## config.mk

```make
export PLATFORM = sky130hd
export DESIGN_NAME = catmull_rom_curve_interpolator_unit
export DESIGN_NICKNAME = d
export VERILOG_FILES = /design/src/rtl/cr_interp_pkg.sv /design/src/rtl/catmull_rom_curve_interpolator_unit.sv
export SDC_FILE = /design/constraint.sdc
export NUM_CORES = 2
export LEC_CHECK = 0
export ABC_AREA = 1
export BUFFER_PORTS_ARGS = -buffer_cell sky130_fd_sc_hd__clkbuf_2
export CAP_MARGIN = 30
export CORE_ASPECT_RATIO = 0.75
export CORE_MARGIN = 4
export CORE_UTILIZATION = 45
export DETAILED_ROUTE_END_ITERATION = 8
export SLEW_MARGIN = 20
export SYNTH_ARGS = -nofsm -noshare
export SYNTH_HDL_FRONTEND = slang
export SYNTH_SLANG_ARGS = --single-unit
```

## constraint.sdc

```tcl
create_clock -name clk_i -period 9.9 [get_ports clk_i]
set_clock_uncertainty 0.2 [all_clocks]
set_input_delay 1.98 -clock clk_i [delete_from_list [all_inputs] [get_ports clk_i]]
set_output_delay 1.98 -clock clk_i [all_outputs]
set_load 0.005 [all_outputs]
```

## src/rtl/cr_interp_pkg.sv

```systemverilog
// ============================================================================
// cr_interp_pkg: shared constants for the Catmull-Rom curve interpolator
// Default parameter values, the segment count register layout and the table
// of sample-position steps used to walk the spline parameter across a span.
// ============================================================================
`default_nettype none

package cr_interp_pkg;

  localparam int unsigned DEFAULT_MAX_SEGMENTS = 16;
  localparam int unsigned DEFAULT_COORD_WIDTH  = 16;

  // Segment count register.
  localparam int unsigned SEG_WIDTH = 5;
  localparam int unsigned SEG_RESET = 8;

  // Fraction bits of the spline parameter s.
  localparam int unsigned S_FRAC = 16;

  // floor(65536 / n) for n = 0 .. 31; the entry for zero is never used.
  localparam logic [16:0] SEG_STEP [32] = '{
    17'd0,    17'd65536, 17'd32768, 17'd21845, 17'd16384, 17'd13107, 17'd10922, 17'd9362,
    17'd8192, 17'd7281,  17'd6553,  17'd5957,  17'd5461,  17'd5041,  17'd4681,  17'd4369,
    17'd4096, 17'd3855,  17'd3640,  17'd3449,  17'd3276,  17'd3120,  17'd2978,  17'd2849,
    17'd2730, 17'd2621,  17'd2520,  17'd2427,  17'd2340,  17'd2259,  17'd2184,  17'd2114
  };

endpackage

`default_nettype wire

```

## src/rtl/catmull_rom_curve_interpolator_unit.sv

```systemverilog
// ============================================================================
// catmull_rom_curve_interpolator_unit: uniform Catmull-Rom spline generator
// Takes control points one per transfer and streams segment_count samples per
// span, evaluated in fixed point on one shared multiplier.
// ============================================================================
// Control points arrive on the slave stream; tlast marks the last point of a
// curve. For point k >= 2 the block emits the span between points k-2 and k-1;
// on the last point it also emits the closing span and then the last point
// itself, and a lone point comes back unchanged. For each sample and each
// coordinate the sequencer loads the cubic coefficient, takes three Horner
// products in two multiplier passes each (low and high half of the
// accumulator times s), and rounds and saturates; it then hands the sample to
// the output register. An item that produces nothing leaves the block idle.
// The slave side is not ready while an item is being worked on. The output
// sits in a register so the sequencer keeps computing while a sample waits.
// The segment count register may only be written while the block is idle.
`default_nettype none

module catmull_rom_curve_interpolator_unit #(
  parameter int unsigned MAX_SEGMENTS = cr_interp_pkg::DEFAULT_MAX_SEGMENTS,
  parameter int unsigned COORD_WIDTH  = cr_interp_pkg::DEFAULT_COORD_WIDTH,
  localparam int unsigned DataWidth   = ((2 * COORD_WIDTH + 7) / 8) * 8
) (
  input  logic                                 clk_i,
  input  logic                                 rst_ni,
  // Segment count register write.
  input  logic                                 cfg_we_i,
  input  logic [cr_interp_pkg::SEG_WIDTH-1:0]  cfg_data_i,
  // Control points.
  input  logic                                 s_axis_tvalid,
  output logic                                 s_axis_tready,
  input  logic [DataWidth-1:0]                 s_axis_tdata,  // point_x, point_y
  input  logic                                 s_axis_tlast,  // final_point
  // Curve samples.
  output logic                                 m_axis_tvalid,
  input  logic                                 m_axis_tready,
  output logic [DataWidth-1:0]                 m_axis_tdata,  // curve_x, curve_y
  output logic                                 m_axis_tlast   // run_end
);

  localparam int unsigned W  = COORD_WIDTH;
  localparam int unsigned SW = cr_interp_pkg::SEG_WIDTH;
  localparam int unsigned SF = cr_interp_pkg::S_FRAC;
  // Coefficients need five extra bits, the accumulator adds the s fraction.
  localparam int unsigned CW = W + 5;
  localparam int unsigned AW = CW + SF;
  localparam int unsigned MW = (CW > SF + 1) ? CW : SF + 1;
  localparam int unsigned PW = MW + SF + 1;

  localparam logic [SW-1:0] SegMax   = SW'(MAX_SEGMENTS);
  localparam logic [SW-1:0] SegReset =
      SW'((MAX_SEGMENTS < cr_interp_pkg::SEG_RESET) ? MAX_SEGMENTS : cr_interp_pkg::SEG_RESET);

  typedef enum logic [6:0] {
    ST_IDLE  = 7'b0000001,
    ST_LOAD  = 7'b0000010,
    ST_LO    = 7'b0000100,
    ST_HI    = 7'b0001000,
    ST_RND   = 7'b0010000,
    ST_EMIT  = 7'b0100000,
    ST_POINT = 7'b1000000
  } state_e;

  state_e state_q, state_d;

  logic [SW-1:0]        seg_q;
  logic signed [W-1:0]  hx_q [3];
  logic signed [W-1:0]  hy_q [3];
  logic [1:0]           ps_q;
  logic signed [W-1:0]  px_q [4];
  logic signed [W-1:0]  py_q [4];
  logic signed [W-1:0]  cx_q, cy_q;
  logic                 fin_q;
  logic                 span_b_q;
  logic [SW-1:0]        t_q;
  logic [SF:0]          s_q;
  logic [SW-1:0]        r_q;
  logic [SF:0]          step_q_q;
  logic [SW-1:0]        step_r_q;
  logic                 coord_q;
  logic [1:0]           round_q;
  logic [AW-1:0]        acc_q;
  logic [SF:0]          plo_q;
  logic signed [W-1:0]  res_x_q, res_y_q;
  logic                 out_valid_q;
  logic signed [W-1:0]  out_x_q, out_y_q;
  logic                 out_last_q;

  // --------------------------------------------------------------------------
  // Handshakes and input fields.
  // --------------------------------------------------------------------------
  logic                accept;
  logic                out_free;
  logic signed [W-1:0] in_x, in_y;

  assign s_axis_tready = (state_q == ST_IDLE);
  assign accept        = s_axis_tvalid && s_axis_tready;
  assign out_free      = !out_valid_q || m_axis_tready;
  assign in_x          = s_axis_tdata[W-1:0];
  assign in_y          = s_axis_tdata[2*W-1:W];

  assign m_axis_tvalid = out_valid_q;
  assign m_axis_tdata  = DataWidth'({out_y_q, out_x_q});
  assign m_axis_tlast  = out_last_q;

  // --------------------------------------------------------------------------
  // Segment count write, clamped into 1 .. MAX_SEGMENTS.
  // --------------------------------------------------------------------------
  logic [SW-1:0] seg_wr;

  always_comb begin
    seg_wr = cfg_data_i;
    if (cfg_data_i == '0) begin
      seg_wr = SW'(1);
    end else if (cfg_data_i > SegMax) begin
      seg_wr = SegMax;
    end
  end

  // Step of s per sample: 65536 / n as quotient and remainder.
  logic [SF:0]     step_quot;
  logic [SF+SW:0]  step_prod;
  logic [SF+SW:0]  step_rem;

  assign step_quot = cr_interp_pkg::SEG_STEP[seg_q];
  assign step_prod = (SF+SW+1)'(step_quot) * (SF+SW+1)'(seg_q);
  assign step_rem  = ((SF+SW+1)'(1) << SF) - step_prod;

  // Next sample position: s advances by the quotient, the remainder carries.
  logic [SW:0]   r_sum;
  logic          r_wrap;
  logic [SW:0]   r_wrapped;
  logic [SW-1:0] r_next;
  logic [SF:0]   s_next;
  logic          t_last;

  assign r_sum     = {1'b0, r_q} + {1'b0, step_r_q};
  assign r_wrap    = r_sum >= {1'b0, seg_q};
  assign r_wrapped = r_sum - {1'b0, seg_q};
  assign r_next    = r_wrap ? r_wrapped[SW-1:0] : r_sum[SW-1:0];
  assign s_next    = s_q + step_q_q + (SF+1)'(r_wrap);
  assign t_last    = (t_q == seg_q - SW'(1));

  // --------------------------------------------------------------------------
  // Cubic coefficients of the coordinate being worked on.
  // --------------------------------------------------------------------------
  logic signed [CW-1:0] p0, p1, p2, p3;
  logic signed [CW-1:0] d12;
  logic signed [CW-1:0] coef_a, coef_b, coef_c, coef_d;
  logic signed [CW-1:0] addend;

  always_comb begin
    if (coord_q) begin
      p0 = CW'(py_q[0]);
      p1 = CW'(py_q[1]);
      p2 = CW'(py_q[2]);
      p3 = CW'(py_q[3]);
    end else begin
      p0 = CW'(px_q[0]);
      p1 = CW'(px_q[1]);
      p2 = CW'(px_q[2]);
      p3 = CW'(px_q[3]);
    end
  end

  assign d12    = p1 - p2;
  assign coef_a = p2 - p0;
  assign coef_b = (p0 <<< 1) - (p1 + (p1 <<< 2)) + (p2 <<< 2) - p3;
  assign coef_c = (p3 - p0) + d12 + (d12 <<< 1);
  assign coef_d = p1 <<< 1;

  // Horner order: c*s + b, then *s + a, then *s + 2*p1.
  always_comb begin
    case (round_q)
      2'd0:    addend = coef_b;
      2'd1:    addend = coef_a;
      default: addend = coef_d;
    endcase
  end

  // --------------------------------------------------------------------------
  // Shared multiplier. The accumulator times s is split into its low 16 bits
  // (rounded product kept in plo_q) and its high part, one pass each.
  // --------------------------------------------------------------------------
  logic signed [MW-1:0] mul_a;
  logic signed [SF:0]   mul_b;
  logic signed [PW-1:0] prod;
  logic [2*SF:0]        lo_sum;
  logic [SF:0]          plo_d;
  logic [AW-1:0]        acc_next;

  always_comb begin
    if (state_q == ST_LO) begin
      mul_a = signed'(MW'(acc_q[SF-1:0]));
    end else begin
      mul_a = MW'(signed'(acc_q[AW-1:SF]));
    end
  end

  assign mul_b    = signed'({1'b0, s_q[SF-1:0]});
  assign prod     = mul_a * mul_b;
  assign lo_sum   = {1'b0, prod[2*SF-1:0]} + ((2*SF+1)'(1) << (SF - 1));
  assign plo_d    = lo_sum[2*SF:SF];
  assign acc_next = {addend, {SF{1'b0}}} + prod[AW-1:0] + AW'(plo_q);

  // Halve and drop to Q8.8 with rounding, then saturate to the coordinate range.
  logic [AW-1:0]       rnd_sum;
  logic [W+3:0]        rnd_val;
  logic [4:0]          rnd_top;
  logic signed [W-1:0] rnd_sat;

  assign rnd_sum = acc_q + (AW'(1) << SF);
  assign rnd_val = rnd_sum[AW-1:SF+1];
  assign rnd_top = rnd_val[W+3:W-1];

  always_comb begin
    if ((&rnd_top) || !(|rnd_top)) begin
      rnd_sat = rnd_val[W-1:0];
    end else if (rnd_val[W+3]) begin
      rnd_sat = {1'b1, {(W-1){1'b0}}};
    end else begin
      rnd_sat = {1'b0, {(W-1){1'b1}}};
    end
  end

  // --------------------------------------------------------------------------
  // Sequencer.
  // --------------------------------------------------------------------------
  always_comb begin
    state_d = state_q;
    unique case (state_q)
      ST_IDLE: begin
        if (accept) begin
          if (ps_q[1]) begin
            state_d = ST_LOAD;
          end else if (s_axis_tlast) begin
            state_d = (ps_q == 2'd1) ? ST_LOAD : ST_POINT;
          end
        end
      end
      ST_LOAD: state_d = ST_LO;
      ST_LO:   state_d = ST_HI;
      ST_HI:   state_d = (round_q == 2'd2) ? ST_RND : ST_LO;
      ST_RND:  state_d = coord_q ? ST_EMIT : ST_LOAD;
      ST_EMIT: begin
        if (out_free) begin
          if (!t_last || span_b_q) begin
            state_d = ST_LOAD;
          end else begin
            state_d = fin_q ? ST_POINT : ST_IDLE;
          end
        end
      end
      ST_POINT: begin
        if (out_free) begin
          state_d = ST_IDLE;
        end
      end
      default: state_d = ST_IDLE;
    endcase
  end

  // Control state.
  always_ff @(posedge clk_i or negedge rst_ni) begin
    if (!rst_ni) begin
      state_q     <= ST_IDLE;
      seg_q       <= SegReset;
      ps_q        <= 2'd0;
      span_b_q    <= 1'b0;
      out_valid_q <= 1'b0;
    end else begin
      state_q <= state_d;
      if (cfg_we_i) begin
        seg_q <= seg_wr;
      end
      if (accept) begin
        span_b_q <= s_axis_tlast && ps_q[1];
        if (s_axis_tlast) begin
          ps_q <= 2'd0;
        end else if (ps_q != 2'd3) begin
          ps_q <= ps_q + 2'd1;
        end
      end else if (state_q == ST_EMIT && out_free && t_last) begin
        span_b_q <= 1'b0;
      end
      if ((state_q == ST_EMIT || state_q == ST_POINT) && out_free) begin
        out_valid_q <= 1'b1;
      end else if (m_axis_tready) begin
        out_valid_q <= 1'b0;
      end
    end
  end

  // Datapath registers.
  always_ff @(posedge clk_i) begin
    if (accept) begin
      cx_q     <= in_x;
      cy_q     <= in_y;
      fin_q    <= s_axis_tlast;
      t_q      <= '0;
      s_q      <= '0;
      r_q      <= seg_q >> 1;
      coord_q  <= 1'b0;
      step_q_q <= step_quot;
      step_r_q <= step_rem[SW-1:0];
      if (ps_q[1]) begin
        // Inner span; the first one reuses p1 as p0.
        px_q[0] <= ps_q[0] ? hx_q[2] : hx_q[1];
        py_q[0] <= ps_q[0] ? hy_q[2] : hy_q[1];
        px_q[1] <= hx_q[1];
        py_q[1] <= hy_q[1];
        px_q[2] <= hx_q[0];
        py_q[2] <= hy_q[0];
        px_q[3] <= in_x;
        py_q[3] <= in_y;
      end else begin
        // Closing span of a two-point curve.
        px_q[0] <= hx_q[0];
        py_q[0] <= hy_q[0];
        px_q[1] <= hx_q[0];
        py_q[1] <= hy_q[0];
        px_q[2] <= in_x;
        py_q[2] <= in_y;
        px_q[3] <= in_x;
        py_q[3] <= in_y;
      end
      if (!s_axis_tlast) begin
        hx_q[2] <= hx_q[1];
        hy_q[2] <= hy_q[1];
        hx_q[1] <= hx_q[0];
        hy_q[1] <= hy_q[0];
        hx_q[0] <= in_x;
        hy_q[0] <= in_y;
      end
    end

    unique case (state_q)
      ST_LOAD: begin
        acc_q   <= {coef_c, {SF{1'b0}}};
        round_q <= 2'd0;
      end
      ST_LO: begin
        plo_q <= plo_d;
      end
      ST_HI: begin
        acc_q   <= acc_next;
        round_q <= round_q + 2'd1;
      end
      ST_RND: begin
        if (coord_q) begin
          res_y_q <= rnd_sat;
        end else begin
          res_x_q <= rnd_sat;
          coord_q <= 1'b1;
        end
      end
      ST_EMIT: begin
        if (out_free) begin
          out_x_q    <= res_x_q;
          out_y_q    <= res_y_q;
          out_last_q <= t_last && !fin_q;
          coord_q    <= 1'b0;
          if (!t_last) begin
            t_q <= t_q + SW'(1);
            s_q <= s_next;
            r_q <= r_next;
          end else if (span_b_q) begin
            // The closing span is the inner span shifted by one point.
            px_q[0] <= px_q[1];
            py_q[0] <= py_q[1];
            px_q[1] <= px_q[2];
            py_q[1] <= py_q[2];
            px_q[2] <= px_q[3];
            py_q[2] <= py_q[3];
            t_q     <= '0;
            s_q     <= '0;
            r_q     <= seg_q >> 1;
          end
        end
      end
      ST_POINT: begin
        if (out_free) begin
          out_x_q    <= cx_q;
          out_y_q    <= cy_q;
          out_last_q <= 1'b1;
        end
      end
      default: begin
      end
    endcase
  end

endmodule

`default_nettype wire

```

# Word-level counts from Yosys, hierarchy flattened
# Memory sizes are Yosys's and may differ from the RTL's.
# Index checks and enable logic that the tools add are counted.
# word_totals
regBits	220
ramBits	224
romBits	544
output_inout_bits	35
elab_cells	204
n_memories	5
# memory_table
memory	depth	width	rd	rd_clocked_by_memory_dff	write_ports	line	text
(name not given)	32	17	1	0	0	catmull_rom_curve_interpolator_unit.sv:125	assign step_quot = cr_interp_pkg::SEG_STEP[seg_q];
px_q	4	16	4	0	4	catmull_rom_curve_interpolator_unit.sv:70	logic signed [W-1:0] px_q [4];
py_q	4	16	4	0	4	catmull_rom_curve_interpolator_unit.sv:71	logic signed [W-1:0] py_q [4];
hx_q	3	16	3	0	3	catmull_rom_curve_interpolator_unit.sv:67	logic signed [W-1:0] hx_q [3];
hy_q	3	16	3	0	3	catmull_rom_curve_interpolator_unit.sv:68	logic signed [W-1:0] hy_q [3];
# op_classes
addsub	22
n_mul	2
order_cmp	3
n_eq_ne	16
mux	90
n_bitwise	16
reduce_logical	28
# op_table
cell	n
$mux W16	22
$mux W17	7
$mux W21	5
$sub A21 B21 Y21	5
$add A21 B21 Y21	4
$pmux W37 S2	1
$mux W5	14
$pmux W16 S2	2
$mux W7	8
$pmux W7 S7	1
$pmux W21 S2	1
$add A37 B17 Y37	1
$add A37 B17 Y37 const B	1
$add A37 B37 Y37	1
$mul A21 B17 Y37	1
$add A32 B16 Y33 const B	1
$mux W1	23
$add A17 B1 Y17	1
$add A17 B17 Y17	1
$mul A17 B5 Y5	1
$or A1 B1 Y1	14
$reduce_bool A2 Y1	5
$eq A7 B1 Y1 const B	1
$eq A7 B2 Y1 const B	1
36 further kinds	55

# Depth between registers and ports, before layout
# An unclocked memory read counts as a cell.
# depth
word_depth	10
depth_mapped	51
ltp_nobuf	51

# Least setup slack after synthesis
# OpenSTA, ideal clock, no wires.
# synth_timing
kind	register to register
start	reg state_q[5]
end	reg acc_q[36], data pin
setup_time_ns	0.253
arrival_ns	7.943
t_required_ns	9.447
setup_slack_ns	1.504
stages_incl_launch_ff	47
path_buffers	1
synth_period_minus_slack_ns	8.396
cell_sequence	dfrtp_1 inv_1 nand3_2 inv_1 nand4_1 inv_2 or2_2 o21ai_0 inv_1 clkbuf_1 nand2_1 fa_1 fa_1 fa_1 fa_1 inv_1 fa_1 inv_1 [11 not listed] nand2_1 nand3_1 a31oi_1 xor2_1 ha_1 ha_1 a21oi_1 o21ai_0 a21oi_1 nand2_1 a21oi_1 nand2_1 nand2_1 nand2_1 inv_1 nand2_1 nand3_1 nand2_1
# synth_between
elab_chain_len	6
elab_cells_between_ends	8
classes_between	add/sub (2); mul (1); eq/ne (3); mux (2)
# synth_lines
element	line	text
start: declaration	catmull_rom_curve_interpolator_unit.sv:64	state_e state_q, state_d;
start signal: assignment	catmull_rom_curve_interpolator_unit.sv:272	state_q <= state_d;
$eq A7 B3 Y1	catmull_rom_curve_interpolator_unit.sv:193	if (state_q == ST_LO) begin
$mux W21	catmull_rom_curve_interpolator_unit.sv:193	
$mul A21 B17 Y37	catmull_rom_curve_interpolator_unit.sv:201	assign prod = mul_a * mul_b;
$add A37 B37 Y37	catmull_rom_curve_interpolator_unit.sv:204	assign acc_next = {addend, {SF{1'b0}}} + prod[AW-1:0] + AW'(plo_q);
$add A37 B17 Y37	catmull_rom_curve_interpolator_unit.sv:204	
$pmux W37 S2 (*)	catmull_rom_curve_interpolator_unit.sv:337	unique case (state_q)
end signal: assignment	catmull_rom_curve_interpolator_unit.sv:339	acc_q <= {coef_c, {SF{1'b0}}};
end signal: assignment	catmull_rom_curve_interpolator_unit.sv:346	acc_q <= acc_next;
end: declaration	catmull_rom_curve_interpolator_unit.sv:82	logic [AW-1:0] acc_q;
# Every way passes the cells marked *; elsewhere a longest branch is shown, timed or not.
# A chain may end at the register's enable or synchronous reset.

# Worst setup path after layout
# layout_timing
start	reg state_q[6]
end	reg acc_q[31], data pin
# The elaborated chain is that of the path after synthesis.

==> flow_metrics.py <==
metrics = {
    "outcome": {
        "outcome": "completed",
    },
    "sta": {
        "period_minus_slack_ps": 9460,
        "finalHoldViolCount": 0,
        "rsz0062_at_grt": "no",
        "fin_tns_setup_ps": 0,
        "clock.fmax_mhz": 106,
        "relSlewSlack_pct": 31.7,
        "finalCritPeriodShare_pct": 95.6,
        "finalSetupViolCount": 0,
        "setup_slack_ps": 439,
        "hold_ws_ps": 233,
        "tightest_slew_ps": 1010,
        "drv_slew": 0,
    },
    "placed_design": {
        "dp.cells": 6192,
        "gp_congestion": 0.999,
        "numPortBuffers": 77,
        "place_worst_setup_slack_ps": 246,
        "hpwl_um": 104000,
    },
    "power_and_ir_drop": {
        "irDropWorstVdd_uv": 552,
        "p_leak_nw": 21.4,
        "power_density_nw_per_um2": 355,
    },
    "setup_path": {
        "rr_endpoint": "acc_q[31]",
        "max_stage_delay_ps": 520,
        "reg2reg_from": "state_q[6]",
        "regToRegSetupSlack_ps": 440,
        "r2r_cells": 38,
        "cp_top_family": "adder cells",
        "crit_type": "reg2reg",
        "crit_fanout": 31,
        "cp-start-kind": "flop",
        "cp.depth": 38,
        "cp.buffers_inverters": 8,
        "critPathCapture": "acc_q[31]",
        "end_kind": "flop",
        "critPathLaunch": "state_q[6]",
        "required_ps": 10050,
        "crit_arrival_ps": 9610,
        "cp_slowest_cell": "fa_1",
        "crit_path_frequent_cell": "nand2_1",
    },
    "routing": {
        "wirelength_um": 129000,
        "num_vias": 33907,
        "drtAntennaViolNets": 0,
        "viasPerCell": 5.39,
        "avgRoutedWirePerCell_um": 20.4,
        "drc": 0,
        "first_iter_violations": 3883,
        "drt_pass1_iterations": 6,
    },
    "global_route": {
        "grt.total_usage_pct": 26.1,
        "grt-ovfl-total": 0,
        "grt_pass1_wl_um": 198000,
        "grt_pass1_vias": 32602,
        "antenna_found_initial": 5,
        "grt_max_degree": 76,
    },
    "logic_synthesis": {
        "avgSynthCellArea_um2": 8.55,
        "synth_area_um2": 42200,
        "syn-num-nets": 5692,
        "postSynth.asyncResetShare_pct": 3.62,
        "synth.distinct_cells": 64,
        "ys_ff_latch": 442,
        "synthCells": 4935,
        "ys_warn_count": 0,
        "ys.flop_type": "edfxtp_1",
        "synth-edff-count": 399,
        "yosysSeqAreaShare_pct": 30.6,
    },
    "cts": {
        "cts.sinks": 442,
        "cts_resized": 0,
        "clock-root-buffer": "clkbuf_16",
        "htree_num_levels": 2,
        "cts_max_path_buffers": 3,
        "clock_latency_ps": 630,
        "cts_tree": "built",
        "cts_setup_buffers": 0,
        "numCtsBuffers": 45,
        "clk_pin_slew_ps": 70,
        "postCtsHoldBufs": 0,
    },
    "worst_hold_path": {
        "hold_class": "reg2reg",
    },
    "run": {
        "maxCapViolations": 0,
    },
    "floorplanning": {
        "core_um2": 92200,
        "start_util_pct": 45.7,
        "dieWidth_um": 362,
        "die_h_um": 273,
        "io_pins": 78,
        "dieArea_um2": 98700,
        "rows": 96,
    },
    "final_layout": {
        "post-route-util_pct": 49.7,
        "final_common_cell": "nand2_1",
        "num-nets-final": 5780,
        "area_delta_synth_final_pct": 8.80,
        "fill_cells": 8852,
        "final_cells": 6287,
        "final_cell_mix": "nand2_1 (1059), inv_1 (976), fa_1 (429), edfxtp_1 (399), nor2_1 (327)",
        "layout-drive-gt1-share_pct": 7.23,
    },
}
[where the power goes]
| part | internal, mW | switching (mW) |
|---|---|---|
| logic | 3.82 | 7.58 |
| registers | 2.88 | 0.193 |
| clock network | 1.01 | 0.801 |
[layer usage]
layer	part of all wire (%)	wire (µm)	GRT usage [%]
met5	0.14	181	0.490
met2	39	49700	34.9
met1	47	60800	40.8
met4	1.7	2210	4.53
met3	12	15700	9.00
[cell families (layout without fill, tap and decap cells)]
| group | Yosys count | in the layout | share of synthesized area, % |
|---|---|---|---|
| xor+xnor | 120 | 120 | 2.51 |
| flops | 442 | 442 | 30.6 |
| buf+inv | 1126 | 1251 | 10.2 |
| simple gates | 1783 | 1783 | 17.8 |
| compound gates | 750 | 750 | 9.96 |
| fa+ha+maj | 714 | 714 | 28.8 |
| other cells | 0 | 2 | 0 |
[state kept, by name, indices dropped and copies added (netlist names), 5 cells and up]
signal and flops:
cx_q 16, py_q 64, res_x_q 16, state_q 7, s_q 16, px_q 64, out_x_q 16, t_q 5
seg_q 5, step_r_q 5, cy_q 16, acc_q 37, out_y_q 16, step_q_q 16, plo_q 17, res_y_q 16
hx_q 48, r_q 5, hy_q 48
[through the flow]
step | area, µm² | power, mW
global route | 45900 | 17.7
finish | 45900 | 16.3
floorplan | 42200 | 10.8
CTS | 45800 | 16.1
detailed placement | 44200 | 14.2
global placement | 44100 | 14.1
[how the worst min path moves through the flow]
stage,cells after the start,end,from
3_5_place_dp,0,hy_q[0][36],hy_q[0][20]
6_report,0,hx_q[0][41],hx_q[0][25]
3_3_place_gp,0,hy_q[0][37],hy_q[0][21]
4_1_cts,0,hx_q[0][41],hx_q[0][25]
5_1_grt,0,hx_q[0][41],hx_q[0][25]
2_1_floorplan,0,hx_q[0][32],hx_q[0][16]
[synth_stat cells, types with 4 or more instances]
| library cell | instances | area share (%) |
|---|---|---|
| nand2_2 | 17 | 0.25 |
| o21bai_1 | 15 | 0.27 |
| o22ai_1 | 12 | 0.18 |
| a21o_1 | 15 | 0.27 |
| nand3_1 | 220 | 2.6 |
| buf_4 | 5 | 0.089 |
| a31o_2 | 4 | 0.083 |
| inv_1 | 981 | 8.7 |
| buf_2 | 21 | 0.25 |
| nand4_1 | 33 | 0.49 |
| nor4_1 | 7 | 0.10 |
| xor2_1 | 78 | 1.6 |
| o211ai_1 | 43 | 0.77 |
| a21oi_1 | 269 | 3.2 |
| or2_2 | 35 | 0.52 |
| o31ai_1 | 6 | 0.11 |
| buf_6 | 4 | 0.11 |
| nor3_1 | 25 | 0.30 |
| nand2_4 | 4 | 0.11 |
| fa_1 | 430 | 20 |
| clkbuf_1 | 80 | 0.71 |
| inv_2 | 4 | 0.036 |
| edfxtp_1 | 399 | 28 |
| buf_1 | 17 | 0.15 |
| nor3_2 | 6 | 0.14 |
| o21a_1 | 9 | 0.16 |
| o21ai_1 | 6 | 0.071 |
| a21boi_0 | 7 | 0.12 |
| dfrtp_1 | 14 | 0.83 |
| o21ai_0 | 304 | 3.6 |
| o221ai_1 | 20 | 0.42 |
| ha_1 | 284 | 8.4 |
| xnor2_1 | 41 | 0.85 |
| nand2_1 | 1060 | 9.4 |
| dfxtp_1 | 27 | 1.3 |
| o21ai_2 | 6 | 0.12 |
| nor2_1 | 335 | 3.0 |
| nand3_2 | 5 | 0.12 |
| nor2_4 | 6 | 0.16 |
| a31oi_1 | 19 | 0.28 |
| nor2_2 | 9 | 0.13 |
| nand3b_1 | 10 | 0.18 |
| clkinv_1 | 14 | 0.12 |
[area by class of cell]
class	count	area (µm²)	share of cell area, %
tap	1225	1530	3.34
inverter	999	3750	8.18
multi-input combinational	3367	25000	54.5
timing repair buffer	168	1110	2.41
clock inverter	30	372	0.810
clock buffer	54	1160	2.53
antenna	2	5.00	0.0109
sequential	442	12900	28.2
[worst register-to-register path: cells and delay by family, from the launching register on]
family / cells / cell delay [ps]
simple gates: 19 / 3060
buf+inv: 8 / 1150
compound gates: 2 / 380
fa+ha+maj: 9 / 3980
flops: 1 / 410
(Power assumes the default switching activity.)
